[src/rtl/core/pbri_pkg.sv]
// pbri_pkg: shared types, constants and helpers for the sound chip bus register interface
// no dependencies; imported by pbri_exec, the top module and the bench

package pbri_pkg;

    // register file geometry
    localparam int REG_COUNT = 16;
    localparam int IDX_W     = $clog2(REG_COUNT);

    localparam logic [7:0]       REG_LIMIT   = 8'(REG_COUNT);
    localparam logic [IDX_W-1:0] PORT_A_IDX  = IDX_W'(14);
    localparam logic [IDX_W-1:0] PORT_B_IDX  = IDX_W'(15);
    localparam logic [IDX_W-1:0] SOUND_COUNT = IDX_W'(14);

    localparam logic [7:0] PORT_A_RESET = 8'hFF;
    localparam logic [7:0] BYTE_ONES    = 8'hFF;
    localparam logic [2:0] WAIT_STATES  = 3'd4;

    // access kinds and offsets
    localparam logic       CMD_READ   = 1'b0;
    localparam logic       CMD_WRITE  = 1'b1;
    localparam logic [1:0] OFF_SELECT = 2'd0;

    // port A bit positions
    localparam int STROBE_BIT = 5;
    localparam int DSP_BIT    = 4;

    // configuration register indexes
    typedef enum logic [1:0] {
        CFG_PRINTER = 2'd0,
        CFG_JOY1    = 2'd1,
        CFG_JOY2    = 2'd2,
        CFG_DSP     = 2'd3
    } cfg_idx_t;

    typedef struct packed {
        logic printer_enable;
        logic joy_port1_enable;
        logic joy_port2_enable;
        logic dsp_report_enable;
    } cfg_t;

    // one bus access
    typedef struct packed {
        logic       command;
        logic [1:0] addr_offset;
        logic       byte_access;
        logic [7:0] write_data;
        logic       new_instruction;
        logic       is_movem;
        logic [7:0] joy1_data;
        logic [7:0] joy2_data;
    } req_t;

    // one access result
    typedef struct packed {
        logic [7:0] read_data;
        logic [2:0] wait_cycles;
        logic       sound_write;
        logic [3:0] sound_reg;
        logic [7:0] sound_value;
        logic       printer_valid;
        logic [7:0] printer_byte;
        logic       port_a_written;
        logic [2:0] drive_side_old;
        logic [2:0] drive_side_new;
        logic       dsp_rst_req;
    } rsp_t;

    // register file write request
    typedef struct packed {
        logic             we;
        logic [IDX_W-1:0] addr;
        logic [7:0]       data;
    } wr_t;

    // side info captured with the register file read
    typedef struct packed {
        logic       fwd_hit;
        logic [7:0] fwd_data;
        logic       entry_valid;
    } look_t;

    // clears the unused bits per register in a written value
    function automatic logic [7:0] mask_value(input logic [IDX_W-1:0] sel,
                                              input logic [7:0] v);
        logic [7:0] r;
        r = v;
        case (sel)
            IDX_W'(1), IDX_W'(3), IDX_W'(5), IDX_W'(13): r = v & 8'h0F;
            IDX_W'(6), IDX_W'(8), IDX_W'(9), IDX_W'(10): r = v & 8'h1F;
            default: r = v;
        endcase
        return r;
    endfunction

endpackage

[src/rtl/core/pbri_ram.sv]
// pbri_ram: generic single write port, single read port ram with registered read
// no dependencies

module pbri_ram #(
    parameter int WIDTH = 8,
    parameter int DEPTH = 16
) (
    input  logic                     clk,
    input  logic                     we,
    input  logic [$clog2(DEPTH)-1:0] waddr,
    input  logic [WIDTH-1:0]         wdata,
    input  logic                     re,
    input  logic [$clog2(DEPTH)-1:0] raddr,
    output logic [WIDTH-1:0]         rdata
);

    logic [WIDTH-1:0] mem [DEPTH];

    always_ff @(posedge clk)
    begin
        if (we)
        begin
            mem[waddr] <= wdata;
        end
        if (re)
        begin
            rdata <= mem[raddr];
        end
    end

endmodule

[src/rtl/core/pbri_exec.sv]
// pbri_exec: access execution stage; holds select, read latch, port registers,
// strobe and wait-state count, and issues sound register writes. uses pbri_pkg

module pbri_exec (
    input  logic            clk,
    input  logic            rst_n,
    input  logic            fire,
    input  pbri_pkg::req_t  item,
    input  pbri_pkg::cfg_t  cfg,
    input  logic [7:0]      ram_q,
    input  pbri_pkg::look_t look,
    output pbri_pkg::rsp_t  result,
    output pbri_pkg::wr_t   wr
);
    import pbri_pkg::*;

    logic [7:0] select_reg, select_next;
    logic [7:0] latch_reg, latch_next;
    logic [7:0] port_a_reg, port_a_next;
    logic [7:0] port_b_reg, port_b_next;
    logic       strobe_reg, strobe_next;
    logic [1:0] count_reg, count_next;

    logic             sel_ok;
    logic [IDX_W-1:0] sel_idx;
    logic             wd_ok;
    logic [IDX_W-1:0] wd_idx;
    logic [7:0]       lookup;
    logic [7:0]       nv;
    logic             skip;

    always_comb
    begin
        result      = '0;
        wr          = '0;
        select_next = select_reg;
        latch_next  = latch_reg;
        port_a_next = port_a_reg;
        port_b_next = port_b_reg;
        strobe_next = strobe_reg;
        count_next  = count_reg;

        sel_ok  = select_reg < REG_LIMIT;
        sel_idx = select_reg[IDX_W-1:0];
        wd_ok   = item.write_data < REG_LIMIT;
        wd_idx  = item.write_data[IDX_W-1:0];
        nv      = mask_value(sel_idx, item.write_data);

        // value a select load puts in the read latch
        if (!wd_ok)
        begin
            lookup = BYTE_ONES;
        end
        else if (wd_idx == PORT_A_IDX)
        begin
            lookup = port_a_reg;
        end
        else if (wd_idx == PORT_B_IDX)
        begin
            lookup = port_b_reg;
        end
        else if (look.fwd_hit)
        begin
            lookup = look.fwd_data;
        end
        else if (look.entry_valid)
        begin
            lookup = ram_q;
        end
        else
        begin
            lookup = '0;
        end

        // shadow write without byte access does nothing at all
        skip = (item.command == CMD_WRITE) && item.addr_offset[0] && !item.byte_access;

        if (!skip)
        begin
            if (item.new_instruction)
            begin
                result.wait_cycles = WAIT_STATES;
                count_next         = '0;
            end
            else if (item.is_movem)
            begin
                count_next = count_reg + 2'd1;
                if (count_next == '0)
                begin
                    result.wait_cycles = WAIT_STATES;
                end
            end

            if (item.command == CMD_READ)
            begin
                if (item.addr_offset == OFF_SELECT && sel_ok)
                begin
                    result.read_data = latch_reg;
                    // joystick overlays change the stored port, not the returned byte
                    if (sel_idx == PORT_A_IDX && cfg.joy_port2_enable)
                    begin
                        port_a_next[STROBE_BIT] = !item.joy2_data[7];
                    end
                    if (sel_idx == PORT_B_IDX)
                    begin
                        if (cfg.joy_port1_enable)
                        begin
                            port_b_next[7:4] = ~item.joy1_data[3:0];
                        end
                        if (cfg.joy_port2_enable)
                        begin
                            port_b_next[3:0] = ~item.joy2_data[3:0];
                        end
                    end
                end
                else
                begin
                    result.read_data = BYTE_ONES;
                end
            end
            else if (!item.addr_offset[1])
            begin
                select_next = item.write_data;
                latch_next  = lookup;
            end
            else if (sel_ok)
            begin
                latch_next = item.write_data;
                if (sel_idx < SOUND_COUNT)
                begin
                    wr.we              = fire;
                    wr.addr            = sel_idx;
                    wr.data            = nv;
                    result.sound_write = 1'b1;
                    result.sound_reg   = 4'(sel_idx);
                    result.sound_value = nv;
                end
                else if (sel_idx == PORT_A_IDX)
                begin
                    if (cfg.printer_enable && strobe_reg && !nv[STROBE_BIT])
                    begin
                        result.printer_valid = 1'b1;
                        result.printer_byte  = port_b_reg;
                    end
                    strobe_next           = nv[STROBE_BIT];
                    result.port_a_written = 1'b1;
                    result.drive_side_old = port_a_reg[2:0];
                    result.drive_side_new = nv[2:0];
                    result.dsp_rst_req    = cfg.dsp_report_enable && nv[DSP_BIT];
                    port_a_next           = nv;
                end
                else
                begin
                    port_b_next = nv;
                end
            end
        end
    end

    always_ff @(posedge clk or negedge rst_n)
    begin
        if (!rst_n)
        begin
            select_reg <= '0;
            latch_reg  <= '0;
            port_a_reg <= PORT_A_RESET;
            port_b_reg <= '0;
            strobe_reg <= 1'b0;
            count_reg  <= '0;
        end
        else if (fire)
        begin
            select_reg <= select_next;
            latch_reg  <= latch_next;
            port_a_reg <= port_a_next;
            port_b_reg <= port_b_next;
            strobe_reg <= strobe_next;
            count_reg  <= count_next;
        end
    end

endmodule

[src/rtl/core/psg_bus_register_interface_top.sv]
// psg_bus_register_interface_top: cpu bus register interface of a three-voice sound chip
// depends on pbri_pkg, pbri_ram, pbri_exec
//
//   channel | signals                          | beat content
//   --------+----------------------------------+------------------------------------
//   request | req_valid, req_stall, req        | one bus access (pbri_pkg::req_t)
//   result  | rsp_valid, rsp_stall, rsp        | one access result (pbri_pkg::rsp_t)
//   config  | cfg_write, cfg_index, cfg_data   | one 1-bit control register write
//
// every request beat gives exactly one result beat, through the execute stage register and
// the output register; one beat per cycle is sustained while the result side is not stalled
// request beats go through a ram read stage and an execute stage; the execute stage
// reads the sound register ram through its registered read port and writes it back
// reset clears control state and the valid bits of the ram at once; no clearing pass
// a stalled result holds the output register, then the execute stage, then the request

module psg_bus_register_interface_top (
    input  logic                         clk,
    input  logic                         rst_n,
    // request channel
    input  logic                         req_valid,
    output logic                         req_stall,
    input  pbri_pkg::req_t               req,
    // result channel
    output logic                         rsp_valid,
    input  logic                         rsp_stall,
    output pbri_pkg::rsp_t               rsp,
    // configuration port
    input  logic                         cfg_write,
    input  logic [1:0]                   cfg_index,
    input  logic                         cfg_data
);
    import pbri_pkg::*;

    // control registers
    cfg_t cfg_reg;

    // execute stage: item waiting for ram data
    logic  ex_valid_reg;
    req_t  ex_item_reg;
    look_t look_reg;

    // per-entry written marks; an unwritten sound register reads as zero
    logic [REG_COUNT-1:0] written_reg;

    // output register
    logic rsp_valid_reg;
    rsp_t rsp_reg;

    logic       out_free;
    logic       ex_fire;
    logic       req_fire;
    logic [7:0] ram_q;
    rsp_t       ex_result;
    wr_t        wr;

    // handshake: the execute stage moves when the output register frees up
    assign out_free  = !rsp_valid_reg || !rsp_stall;
    assign ex_fire   = ex_valid_reg && out_free;
    assign req_stall = ex_valid_reg && !out_free;
    assign req_fire  = req_valid && !req_stall;

    assign rsp_valid = rsp_valid_reg;
    assign rsp       = rsp_reg;

    // configuration writes
    always_ff @(posedge clk or negedge rst_n)
    begin
        if (!rst_n)
        begin
            cfg_reg <= '0;
        end
        else if (cfg_write)
        begin
            case (cfg_idx_t'(cfg_index))
                CFG_PRINTER: cfg_reg.printer_enable    <= cfg_data;
                CFG_JOY1:    cfg_reg.joy_port1_enable  <= cfg_data;
                CFG_JOY2:    cfg_reg.joy_port2_enable  <= cfg_data;
                CFG_DSP:     cfg_reg.dsp_report_enable <= cfg_data;
                default:     cfg_reg                   <= cfg_reg;
            endcase
        end
    end

    // sound register ram; read issued as the beat is accepted, a possible
    // select load uses the data in the execute stage
    pbri_ram #(
        .WIDTH (8),
        .DEPTH (REG_COUNT)
    ) u_ram (
        .clk   (clk),
        .we    (wr.we),
        .waddr (wr.addr),
        .wdata (wr.data),
        .re    (req_fire),
        .raddr (req.write_data[IDX_W-1:0]),
        .rdata (ram_q)
    );

    // ram read stage bookkeeping: forward a same-cycle write to the same entry
    always_ff @(posedge clk or negedge rst_n)
    begin
        if (!rst_n)
        begin
            ex_valid_reg <= 1'b0;
            written_reg  <= '0;
        end
        else
        begin
            if (req_fire)
            begin
                ex_valid_reg <= 1'b1;
            end
            else if (ex_fire)
            begin
                ex_valid_reg <= 1'b0;
            end
            if (wr.we)
            begin
                written_reg[wr.addr] <= 1'b1;
            end
        end
    end

    always_ff @(posedge clk)
    begin
        if (req_fire)
        begin
            ex_item_reg          <= req;
            look_reg.fwd_hit     <= wr.we && (wr.addr == req.write_data[IDX_W-1:0]);
            look_reg.fwd_data    <= wr.data;
            look_reg.entry_valid <= written_reg[req.write_data[IDX_W-1:0]];
        end
    end

    // execute stage
    pbri_exec u_exec (
        .clk    (clk),
        .rst_n  (rst_n),
        .fire   (ex_fire),
        .item   (ex_item_reg),
        .cfg    (cfg_reg),
        .ram_q  (ram_q),
        .look   (look_reg),
        .result (ex_result),
        .wr     (wr)
    );

    // output register
    always_ff @(posedge clk or negedge rst_n)
    begin
        if (!rst_n)
        begin
            rsp_valid_reg <= 1'b0;
        end
        else if (out_free)
        begin
            rsp_valid_reg <= ex_valid_reg;
        end
    end

    always_ff @(posedge clk)
    begin
        if (ex_fire)
        begin
            rsp_reg <= ex_result;
        end
    end

endmodule

[config.mk]
export PLATFORM = sky130hd
export DESIGN_NAME = psg_bus_register_interface_top
export DESIGN_NICKNAME = d
export VERILOG_FILES = /design/src/rtl/core/pbri_pkg.sv /design/src/rtl/core/pbri_ram.sv /design/src/rtl/core/pbri_exec.sv /design/src/rtl/core/psg_bus_register_interface_top.sv
export SDC_FILE = /design/constraint.sdc
export NUM_CORES = 1
export LEC_CHECK = 0
export BUFFER_PORTS_ARGS = -buffer_cell sky130_fd_sc_hd__buf_2
export CAP_MARGIN = 25
export CORE_MARGIN = 2
export CORE_UTILIZATION = 45
export DETAILED_ROUTE_END_ITERATION = 7
export GPL_ROUTABILITY_DRIVEN = 0
export HOLD_SLACK_MARGIN = 0.03
export PLACE_DENSITY = 0.62
export SLEW_MARGIN = 10
export SYNTH_ARGS = -nofsm -noshare
export SYNTH_HDL_FRONTEND = slang
export SYNTH_SLANG_ARGS = --single-unit
[constraint.sdc]
create_clock -name clk -period 2.9 [get_ports clk]
set_input_delay 0.145 -clock clk [delete_from_list [all_inputs] [get_ports clk]]
set_output_delay 0.145 -clock clk [all_outputs]
set_load 0.01 [all_outputs]
==> results of run 1 <==
critical path: stages, from the launching register on:
cell	delay [ps]
dfrtp_1	410
nor4_2	370
nand4_1	240
or3_1	470
nor2_1	640
logic make-up (layout without fill, tap and decap cells):
| group | after synthesis | after routing | synth area share |
|---|---|---|---|
| flip-flops | 265 | 265 | 0.7185 |
| AO/OA/AOI/OAI | 85 | 85 | 0.05875 |
| AND/OR/NAND/NOR | 177 | 177 | 0.08882 |
| multiplexers | 69 | 69 | 0.1104 |
| buffers and inverters | 45 | 191 | 0.01779 |
| other | 1 | 18 | 0.0003507 |
| adder cells (fa/ha/maj) | 2 | 2 | 0.002106 |
| XOR/XNOR | 4 | 4 | 0.003277 |
synthesized netlist by cell type, types with 6 or more instances:
| master | number | area, µm² |
|---|---|---|
| edfxtp_1 | 208 | 6246 |
| dfrtp_1 | 49 | 1226 |
| nor2_1 | 40 | 150.1 |
| mux4_2 | 36 | 810.8 |
| nand2_1 | 34 | 127.6 |
| mux2_2 | 31 | 349.1 |
| clkbuf_1 | 28 | 105.1 |
| and2_1 | 23 | 143.9 |
| o21ai_0 | 21 | 105.1 |
| and3_1 | 19 | 118.9 |
| a22oi_1 | 18 | 135.1 |
| nor2b_1 | 16 | 100.1 |
| o21bai_1 | 9 | 67.56 |
| dfstp_2 | 8 | 210.2 |
| a221o_1 | 7 | 70.07 |
| a21oi_1 | 6 | 30.03 |
| a221oi_1 | 6 | 52.55 |
| nor3_1 | 6 | 30.03 |
power by group:
part,leakage (nW),total [W],internal (W),switching (W)
clock network,0.468,0.00361,0.00218,0.00144
logic,1.70,0.000842,0.000382,0.000460
registers,2.63,0.00453,0.00433,0.000192
cell type report:
cell class,count,share of cell area
Sequential cell,265,0.5970
Tap cell,319,0.03102
Clock inverter,20,0.01614
Timing Repair Buffer,133,0.07215
Multi-Input combinational cell,355,0.2246
Inverter,6,0.001750
Clock buffer,32,0.05727
per-layer routing:
layer | vias to the layer above | track usage
li1 | 2778 | -
met2 | 213 | 0.3197
met4 | 0 | 0.06993
met5 | - | 0
met3 | 41 | 0.02628
met1 | 3112 | 0.2656
stage by stage:
stage            util  worst slack, ps  std cells  hold WS, ps  area, µm²
6_report       0.5498            391.8       1130        147.9      12870
5_1_grt        0.5498            231.5       1130        155.8      12870
4_1_cts        0.5485            374.5       1128        138.5      12840
3_5_place_dp   0.4945            397.4       1044        323.3      11570
3_3_place_gp   0.4945            458.4       1044        318.1      11570
2_1_floorplan       -            31.11        665       -150.6      10760
worst min path at each step:
stage             from         endpoint  slack, ps  cells past startpoint
6_report       req[18]  ex_item_reg[18]        150                      2
5_1_grt        req[18]  ex_item_reg[18]        160                      2
4_1_cts        req[18]  ex_item_reg[18]        140                      2
3_5_place_dp   req[17]  ex_item_reg[17]        320                      1
3_3_place_gp     rst_n        rsp_valid        320                      1
2_1_floorplan    rst_n       cfg_reg[0]       -150                      0
what timing repair did:
item                                   in CTS  in global routing
hold buffers                               32                  1
endpoints found under the hold margin      59                  3
setup buffers                               0                  0
==> insert_results.sql, run 1 <==
INSERT INTO impl_metrics (metric_group, metric, value, unit) VALUES
('status', 'status', 'finished, final reports clean', ''),
('synthesis', 'ys_dominant_reg_cell', 'edfxtp_1', ''),
('synthesis', 'ys_ff_latch', '265', ''),
('run', 'maxCapViolCount', '0', ''),
('worst_setup_path', 'timing.critical_path.fanout_max', '8', ''),
('place', 'port-buffer-count', '71', ''),
('grt', 'first_global_vias', '6249', ''),
('detailed_routing', 'met1_length', '9914', 'µm'),
('detailed_routing', 'route.detailed.drc', '0', ''),
('worst_setup_path', 'setup.worst_path.class', 'register to register', ''),
('power', 'power_density', '698.0', 'nW/µm²'),
('floorplan', 'floorplan_core_area', '23400', 'µm²'),
('clock_tree', 'clock_tree.htree_level_count', '1', ''),
('timing', 'worstMarginPinSlew', '828.1', 'ps'),
('grt', 'grt_util_all_layers', '0.1937', ''),
('clock_tree', 'clk_root_buf', 'clkbuf_16', ''),
('synthesis', 'netlist_area', '10690', 'µm²'),
('worst_setup_path', 'critical_path.startpoint', 'u_exec.select_reg[7]', ''),
('power', 'power', '0.008981', 'W'),
('clock_tree', 'postCtsResizedCells', '0', ''),
('timing', 'timing.final.max_slew_violations', '0', ''),
('final_layout', 'most-common-layout-cells', 'edfxtp_1 (208), buf_2 (71), dfrtp_1 (49), nor2_1 (40), mux4_2 (36)', ''),
('worst_setup_path', 'worst-endpoint-arrival', '2670', 'ps'),
('timing', 'setup-violations-final', '0', ''),
('hold_path', 'worstHoldPathType', 'primary input to register', ''),
('worst_setup_path', 'worst_setup_path_end_kind', 'register', ''),
('place', 'hpwl', '15140', 'µm'),
('final_layout', 'layout-drive-gt1-share', '0.2935', ''),
('synthesis', 'number_of_enable_flip_flop_cells_after_synthesis', '208', ''),
('power', 'vdd.ir_drop.worst', '0.5198', 'mV'),
('clock_tree', 'cts_max_path_buffers', '3', ''),
('grt', 'pin_count_of_the_biggest_net_entering_global_routing', '43', ''),
('timing', 'max_freq', '0.3987', 'GHz'),
('worst_setup_path', 'timing.critical_path.required', '3070', 'ps'),
('clock_tree', 'insertion_delay', '550', 'ps'),
('timing', 'hold_violations', '0', ''),
('floorplan', 'dieArea', '25010', 'µm²'),
('floorplan', 'ios', '81', ''),
('power', 'leakagePower', '4.802', 'nW'),
('clock_tree', 'clkSlewWorstSetupHoldPaths', '60', 'ps'),
('synthesis', 'seq_area_frac_synth', '0.7185', ''),
('clock_tree', 'tritoncts', 'yes', ''),
('timing', 'unrepaired_setup_endpoints_after_global_routing', 'no', ''),
('detailed_routing', 'met2_length', '11240', 'µm'),
('clock_tree', 'number_of_buffers_created_by_cts', '28', ''),
('grt', 'antenna_found_initial', '0', ''),
('worst_setup_path', 'rrSetupSlack', '390', 'ps'),
('detailed_routing', 'first_iter_violations', '432', ''),
('timing', 'final.min_clock_period', '2508', 'ps'),
('synthesis', 'ys_async_sr_fraction', '0.2151', ''),
('timing', 'max_slew_margin', '0.4479', ''),
('synthesis', 'postSynthCellCount', '648', ''),
('detailed_routing', 'wire_per_inst', '20.50', 'µm'),
('final_layout', 'syn2layout_area_growth', '20.35', '%'),
('clock_tree', 'sinks_on_the_clock_net', '265', ''),
('final_layout', 'largest_reg_flops', '128', ''),
('final_layout', 'layout.area.seq', '7682', 'µm²'),
('floorplan', 'die_x', '158.1', 'µm'),
('grt', 'first_pass_grt_wire_length', '36110', 'µm'),
('grt', 'grt_remaining_overflow', '0', ''),
('floorplan', 'start_util', '0.4569', ''),
('detailed_routing', 'routed-via-count', '6144', ''),
('detailed_routing', 'top_layer', 'met4', ''),
('worst_setup_path', 'worst-r2r-cell-count', '4', ''),
('final_layout', 'number_of_antenna_repair_diodes', '0', ''),
('detailed_routing', 'drtAntennaViolNets', '0', ''),
('detailed_routing', 'first_pass_iters', '5', ''),
('final_layout', 'fillCellCount', '1899', ''),
('timing', 'final.setup.tns', '0', 'ps'),
('final_layout', 'final_net_count', '828', ''),
('floorplan', 'rows', '56', '');
No activity file was read; power rests on OpenSTA's default activity.
==> run 2, diff against run 1 <==
Settings changed: ABC_AREA from default to 1.
==> run 2 against run 1 <==
  * Worst hold slack worse by 24 ps
  * Via count up 21%
  * Combinational power increased by 21%
  * Clock-buffer cell count rose by 4
  * Critical path depth up 4
  * Final cell count increased by 29%
  * Clock power decreased by 5%
  * Clock skew fell by 6.1 ps
  * Global-route usage up 1.2 points
  * Highest routed layer unchanged
  * Critical path type unchanged
  * Die area rose by 1.8%
  * Register-to-register slack better by 190 ps
  * Largest power group unchanged
  * Largest cell class unchanged
==> insert_results.sql, run 2 <==
INSERT INTO impl_metrics (metric_group, metric, value, unit) VALUES
('final_layout', 'final_net_count', '1153', ''),
('detailed_routing', 'first_iter_violations', '686', ''),
('timing', 'worstMarginPinSlew', '778.6', 'ps'),
('synthesis', 'ys_async_sr_fraction', '0.2151', ''),
('synthesis', 'warning_count_from_the_yosys_run', '0', ''),
('floorplan', 'floorplan_core_area', '23610', 'µm²'),
('synthesis', 'yosysTopAreaCellShare', '0.5736', ''),
('final_layout', 'fillCellCount', '2008', ''),
('synthesis', 'avg_cell_area_syn', '11.28', 'µm²'),
('detailed_routing', 'first_pass_iters', '5', ''),
('floorplan', 'rows', '56', ''),
('timing', 'max_freq', '0.4315', 'GHz'),
('timing', 'setup-violations-final', '0', ''),
('floorplan', 'ios', '81', ''),
('hold_path', 'hold-path-endpoint', 'ex_item_reg[20]', ''),
('synthesis', 'postSynthCellCount', '965', ''),
('floorplan', 'die_x', '159.6', 'µm'),
('clock_tree', 'number_of_buffers_created_by_cts', '29', ''),
('power', 'power', '0.009047', 'W'),
('synthesis', 'distinct_cells_synth', '34', ''),
('timing', 'hold_violations', '0', ''),
('hold_path', 'worst_hold_path.num_cells', '1', ''),
('detailed_routing', 'top_layer', 'met4', ''),
('detailed_routing', 'routed-via-count', '7422', ''),
('clock_tree', 'postCtsResizedCells', '0', ''),
('synthesis', 'netlist.top_cell.by_area', 'edfxtp_1', ''),
('clock_tree', 'insertion_delay', '540', 'ps'),
('worst_setup_path', 'worst-r2r-cell-count', '8', ''),
('worst_setup_path', 'reg2reg_to', 'u_ram.mem[10][7]', ''),
('final_layout', 'largest_reg_flops', '128', ''),
('synthesis', 'ranking_of_synthesized_cells_by_area', 'edfxtp_1 (57%), dfrtp_1 (11%), nand2_1 (6.2%)', ''),
('run', 'maxCapViolCount', '0', ''),
('grt', 'pin_count_of_the_biggest_net_entering_global_routing', '71', ''),
('timing', 'timing.final.max_slew_violations', '0', ''),
('power', 'vdd.ir_drop.worst', '0.3328', 'mV'),
('synthesis', 'seq_area_frac_synth', '0.7055', ''),
('floorplan', 'start_util', '0.4612', ''),
('grt', 'antenna_found_initial', '0', ''),
('final_layout', 'syn2layout_area_growth', '19.79', '%'),
('synthesis', 'most_common_cell_in_the_synthesized_netlist', 'edfxtp_1', ''),
('worst_setup_path', 'worstReg2RegStart', 'ex_item_reg[29]', ''),
('grt', 'grt_util_all_layers', '0.2054', ''),
('detailed_routing', 'drtAntennaViolNets', '0', ''),
('synthesis', 'ys_ff_latch', '265', ''),
('final_layout', 'layout_commonest_cell', 'edfxtp_1', ''),
('worst_setup_path', 'worst-endpoint-arrival', '2560', 'ps'),
('detailed_routing', 'route.detailed.drc', '0', ''),
('timing', 'final.setup.tns', '0', 'ps'),
('detailed_routing', 'wire_per_inst', '17.83', 'µm'),
('detailed_routing', 'routed_via_density', '5.098', ''),
('timing', 'timing.final.crit_share', '0.7991', ''),
('place', 'hpwl', '16530', 'µm'),
('synthesis', 'synth_common_cells', 'edfxtp_1 (208), nand2_1 (179), nor2_1 (145)', ''),
('worst_setup_path', 'startpoint_types', 'register', ''),
('synthesis', 'number_of_enable_flip_flop_cells_after_synthesis', '208', ''),
('worst_setup_path', 'worst_setup_path_end_kind', 'register', ''),
('grt', 'first_global_vias', '7143', ''),
('worst_setup_path', 'timing.critical_path.required', '3140', 'ps'),
('grt', 'first_pass_grt_wire_length', '40740', 'µm'),
('detailed_routing', 'met3WireLength', '1483', 'µm'),
('hold_path', 'worstHoldPathType', 'primary input to register', ''),
('clock_tree', 'clk_root_buf', 'clkbuf_16', ''),
('status', 'status', 'finished, final reports clean', ''),
('hold_path', 'hold_path_startpoint', 'req[20]', ''),
('timing', 'final.min_clock_period', '2317', 'ps'),
('clock_tree', 'clock_tree.htree_level_count', '1', ''),
('final_layout', 'most-common-layout-cells', 'edfxtp_1 (208), nand2_1 (179), nor2_1 (145), o21ai_0 (98), buf_2 (71)', ''),
('place', 'port-buffer-count', '71', ''),
('floorplan', 'dieArea', '25460', 'µm²'),
('worst_setup_path', 'timing.critical_path.fanout_max', '18', ''),
('clock_tree', 'cts_max_path_buffers', '3', ''),
('grt', 'grt_remaining_overflow', '0', ''),
('detailed_routing', 'drt_wl_total', '25960', 'µm'),
('synthesis', 'netlist_area', '10890', 'µm²'),
('floorplan', 'dieHeight', '159.6', 'µm'),
('clock_tree', 'sinks_on_the_clock_net', '265', ''),
('clock_tree', 'clkSlewWorstSetupHoldPaths', '60', 'ps'),
('timing', 'worst_clock_skew', '8.098', 'ps'),
('worst_setup_path', 'setup.worst_path.class', 'register to register', ''),
('clock_tree', 'tritoncts', 'yes', ''),
('power', 'power_density', '693.6', 'nW/µm²'),
('synthesis', 'ys_dominant_reg_cell', 'edfxtp_1', ''),
('timing', 'unrepaired_setup_endpoints_after_global_routing', 'no', ''),
('detailed_routing', 'met1_length', '11190', 'µm'),
('timing', 'max_slew_margin', '0.4769', ''),
('worst_setup_path', 'rrSetupSlack', '580', 'ps'),
('power', 'leakagePower', '5.229', 'nW'),
('detailed_routing', 'met2_length', '12430', 'µm'),
('final_layout', 'layout-drive-gt1-share', '0.1629', '');
[run 2: stage by stage]
stage            util  setup WS, ps  hold WS (ps)  area (µm²)  std cells
2_1_floorplan       -         280.0        -150.6       10950        982
3_3_place_gp   0.4995         700.8         323.7       11790       1367
3_5_place_dp   0.5003         642.5         161.3       11810       1368
4_1_cts        0.5523         620.5         102.3       13040       1455
5_1_grt        0.5523         410.1         125.9       13040       1455
6_report       0.5524         582.5         124.1       13040       1456
[run 2: what timing repair did]
| action | in CTS | in global routing |
|---|---|---|
| hold endpoints to repair | 70 | 0 |
| buffers inserted | 0 | 0 |
| hold buffers | 34 | 0 |
[run 2: worst max-delay path, cell delays in order (launching register included)]
cell      delay (ps)
edfxtp_1         460
nand2_1          110
nor2_2            70
nor2_1           250
nand2_2          310
nor2_4           260
nand3_1          220
nor2_1           150
buf_4            190
[run 2: worst max-delay path by stage]
| stage | startpoint | end | slack, ps | cells after the start |
|---|---|---|---|---|
| after floorplan | rsp_valid | u_ram.mem[4][0] | 280 | 5 |
| after global routing | ex_item_reg[29] | u_ram.mem[2][1] | 410 | 8 |
| after global placement | ex_item_reg[29] | u_ram.mem[2][5] | 700 | 8 |
| after detailed placement | ex_item_reg[29] | u_ram.mem[12][3] | 640 | 7 |
| final | ex_item_reg[29] | u_ram.mem[10][7] | 580 | 8 |
| after CTS | ex_item_reg[29] | u_ram.mem[2][1] | 620 | 8 |
[run 2: final cells by class]
class                           instances  area, µm²  share of cell area
Sequential cell                       265       7682              0.5890
Multi-Input combinational cell        605       2824              0.2165
Timing Repair Buffer                  141      978.4             0.07501
Clock buffer                           36      752.0             0.05765
Tap cell                              319      399.1             0.03060
Inverter                               72      270.3             0.02072
Clock inverter                         17      135.1             0.01036
Antenna cell                            1      2.502           0.0001918
[run 2: power breakdown]
| part | internal (W) | switching (W) | leakage (nW) |
|---|---|---|---|
| Clock | 0.00201 | 0.00143 | 0.439 |
| Combinational | 0.000324 | 0.000692 | 2.13 |
| Sequential | 0.00443 | 0.000166 | 2.66 |
| Total | 0.00676 | 0.00228 | 5.23 |
[run 2: logic make-up after synthesis]
family	count (synthesis)	share of synthesized area
buffers and inverters	112	0.04102
adders and majority gates	1	0.001149
other	1	0.0003444
AOI/OAI and AO/OA	177	0.09342
DFF	265	0.7055
and+or+nand+nor	409	0.1586
[run 2: per-layer routing]
metal,global-route usage,up-vias
met3,0.02683,53
met2,0.3329,240
li1,-,3612
met1,0.2848,3517
met5,0,-
met4,0.07727,0
==> run 3, diff against run 2 <==
Clock period 2.9 ns to 2 ns, I/O delays scaled along.
==> run 3 against run 2 <==
  * Worst setup slack lost 450 ps
  * Final area grew 3.4%
  * Core utilization grew 1.9 points
  * Flip-flop and latch count is the same
==> insert_results.sql, run 3 (synthesis gave the netlist of run 2 again) <==
INSERT INTO impl_metrics (metric_group, metric, value, unit) VALUES
('grt', 'first_global_vias', '7296', ''),
('place', 'port-buffer-count', '71', ''),
('hold_path', 'worstHoldPathType', 'primary input to register', ''),
('final_layout', 'layout.area.seq', '7682', 'µm²'),
('detailed_routing', 'drt_wl_total', '25950', 'µm'),
('detailed_routing', 'routed-via-count', '7556', ''),
('final_layout', 'final_design_area_no_fill', '13490', 'µm²'),
('timing', 'final.min_clock_period', '1871', 'ps'),
('floorplan', 'floorplan_core_area', '23610', 'µm²'),
('detailed_routing', 'route.detailed.drc', '0', ''),
('timing', 'worst_clock_skew', '8.970', 'ps'),
('grt', 'pin_count_of_the_biggest_net_entering_global_routing', '85', ''),
('detailed_routing', 'wire_per_inst', '17.54', 'µm'),
('timing', 'max_slew_margin', '0.6248', ''),
('grt', 'first_pass_grt_wire_length', '40740', 'µm'),
('worst_setup_path', 'timing.critical_path.required', '2230', 'ps'),
('timing', 'max_freq', '0.5345', 'GHz'),
('floorplan', 'start_util', '0.4612', ''),
('floorplan', 'ios', '81', ''),
('floorplan', 'rows', '56', ''),
('floorplan', 'die_x', '159.6', 'µm'),
('worst_setup_path', 'worst_setup_path_end_kind', 'register', ''),
('worst_setup_path', 'timing.critical_path.fanout_max', '8', ''),
('clock_tree', 'clock_tree.htree_level_count', '1', ''),
('hold_path', 'hold_path_startpoint', 'req[19]', ''),
('grt', 'grt_util_all_layers', '0.2061', ''),
('timing', 'timing.final.crit_share', '0.9355', ''),
('clock_tree', 'cts_max_path_buffers', '3', ''),
('timing', 'hold_violations', '0', ''),
('final_layout', 'area_occupied_by_multi_input_gates', '2919', 'µm²'),
('final_layout', 'fillCellCount', '1981', ''),
('clock_tree', 'clkSlewWorstSetupHoldPaths', '60', 'ps'),
('detailed_routing', 'drtAntennaViolNets', '0', ''),
('run', 'maxCapViolCount', '0', ''),
('worst_setup_path', 'longest_individual_stage_delay_on_the_worst_path', '380', 'ps'),
('final_layout', 'layout-drive-gt1-share', '0.2017', ''),
('floorplan', 'dieHeight', '159.6', 'µm'),
('timing', 'fin_hold_ws', '103.6', 'ps'),
('timing', 'worstMarginPinSlew', '562.2', 'ps'),
('clock_tree', 'insertion_delay', '530', 'ps'),
('detailed_routing', 'first_pass_iters', '5', ''),
('timing', 'timing.final.max_slew_violations', '0', ''),
('power', 'leakagePower', '5.375', 'nW'),
('power', 'power_density', '988.7', 'nW/µm²'),
('status', 'status', 'finished, final reports clean', ''),
('timing', 'setup-violations-final', '0', ''),
('place', 'dpl_cell_area', '12180', 'µm²'),
('grt', 'antenna_found_initial', '0', ''),
('worst_setup_path', 'worst-r2r-cell-count', '8', ''),
('final_layout', 'largest_reg_flops', '128', ''),
('place', 'hpwl', '17190', 'µm'),
('worst_setup_path', 'reg2reg_to', 'u_ram.mem[10][5]', ''),
('worst_setup_path', 'worstReg2RegStart', 'u_exec.select_reg[4]', ''),
('worst_setup_path', 'worst-endpoint-arrival', '2100', 'ps'),
('detailed_routing', 'routed_via_density', '5.109', ''),
('worst_setup_path', 'timing.critical_path.cells', 'nor2_1, nand2_2, nor2_2, nand2_2, nor2_4, nand3_2, nor2_1, buf_4', ''),
('worst_setup_path', 'startpoint_types', 'register', ''),
('hold_path', 'hold-path-endpoint', 'ex_item_reg[19]', ''),
('grt', 'grt_remaining_overflow', '0', ''),
('worst_setup_path', 'slowest_stage', 'dfrtp_1', ''),
('clock_tree', 'clk_root_buf', 'clkbuf_16', ''),
('clock_tree', 'tritoncts', 'yes', ''),
('final_layout', 'syn2layout_area_growth', '23.90', '%'),
('power', 'vdd.ir_drop.worst', '0.5335', 'mV'),
('detailed_routing', 'first_iter_violations', '525', ''),
('clock_tree', 'sinks_on_the_clock_net', '265', ''),
('hold_path', 'worst_hold_path.num_cells', '2', ''),
('floorplan', 'dieArea', '25460', 'µm²'),
('final_layout', 'layout_commonest_cell', 'edfxtp_1', ''),
('final_layout', 'number_of_antenna_repair_diodes', '0', ''),
('worst_setup_path', 'rrSetupSlack', '130', 'ps'),
('final_layout', 'most-common-layout-cells', 'edfxtp_1 (208), nand2_1 (170), nor2_1 (138), o21ai_0 (98), buf_2 (71)', ''),
('final_layout', 'final_net_count', '1178', ''),
('worst_setup_path', 'setup.worst_path.class', 'register to register', ''),
('clock_tree', 'number_of_buffers_created_by_cts', '28', '');
-- run 3: cell types whose count changed in the layout (fill, tap and decap cells not counted), sizes merged --
cell	before	now
clkinv	18	16
buf	107	132
diode	1	0
clkbuf	36	32
clkinvlp	0	4
dlygate4sd3	34	35
-- run 3: repair_timing --
| action | 4_1_cts | 5_1_grt |
|---|---|---|
| hold endpoints to repair | 82 | 0 |
| buffers inserted | 0 | 1 |
| resized for setup | 0 | 17 |
| hold buffers | 35 | 0 |
| setup endpoints to repair | 0 | 104 |
-- run 3: worst max-delay path by stage --
stage / startpoint / to / slack, ps / cells after the start
after global placement: ex_item_reg[29] / u_ram.mem[2][2] / 60 / 8
after detailed placement: ex_item_reg[29] / u_ram.mem[2][2] / 70 / 8
after global routing: u_exec.select_reg[7] / u_ram.mem[2][4] / -40 / 8
final: u_exec.select_reg[4] / u_ram.mem[10][5] / 130 / 8
after CTS: ex_item_reg[29] / u_ram.mem[10][5] / 20 / 8
after floorplan: u_exec.select_reg[2] / u_ram.mem[10][0] / 30 / 7
-- run 3: through the flow --
stage / util / instances / power, W / TNS [ps] / setup WS, ps
finish: 0.5714 / 1479 / 0.01334 / 0 / 129.1
detailed placement: 0.5157 / 1392 / 0.008360 / 0 / 70.45
floorplan: - / 982 / 0.007621 / 0 / 29.32
global route: 0.5714 / 1479 / 0.01392 / -520.5 / -44.36
global placement: 0.5157 / 1392 / 0.008330 / 0 / 61.97
CTS: 0.5687 / 1478 / 0.01340 / 0 / 19.93
-- run 3: critical path, delay by kind of cell, from the launching register on --
family                 cells  cell delay [ps]
buffers and inverters      1              180
flip-flops                 1              380
AND/OR/NAND/NOR            7             1030
-- run 3: area by class of cell --
class	instances	area share
Timing Repair Buffer	167	0.09738
Sequential cell	265	0.5694
Multi-Input combinational cell	605	0.2164
Clock buffer	32	0.05536
Clock inverter	19	0.01131
Tap cell	319	0.02958
Inverter	72	0.02059
-- run 3: power breakdown --
group          internal, W  total [W]  leakage (nW)  switching [W]
clock network      0.00293    0.00500         0.439        0.00207
logic             0.000606    0.00168          2.28        0.00107
registers          0.00642    0.00666          2.66       0.000238
total              0.00996     0.0133          5.38        0.00338
-- run 3: layer usage --
layer	routed length (µm)	track usage	vias up	share of wire
li1	-	-	3666	-
met1	11050	0.2793	3601	0.43
met2	12550	0.3418	238	0.48
met3	1349	0.02683	51	0.052
met4	989	0.07686	0	0.038
met5	0	0	-	0
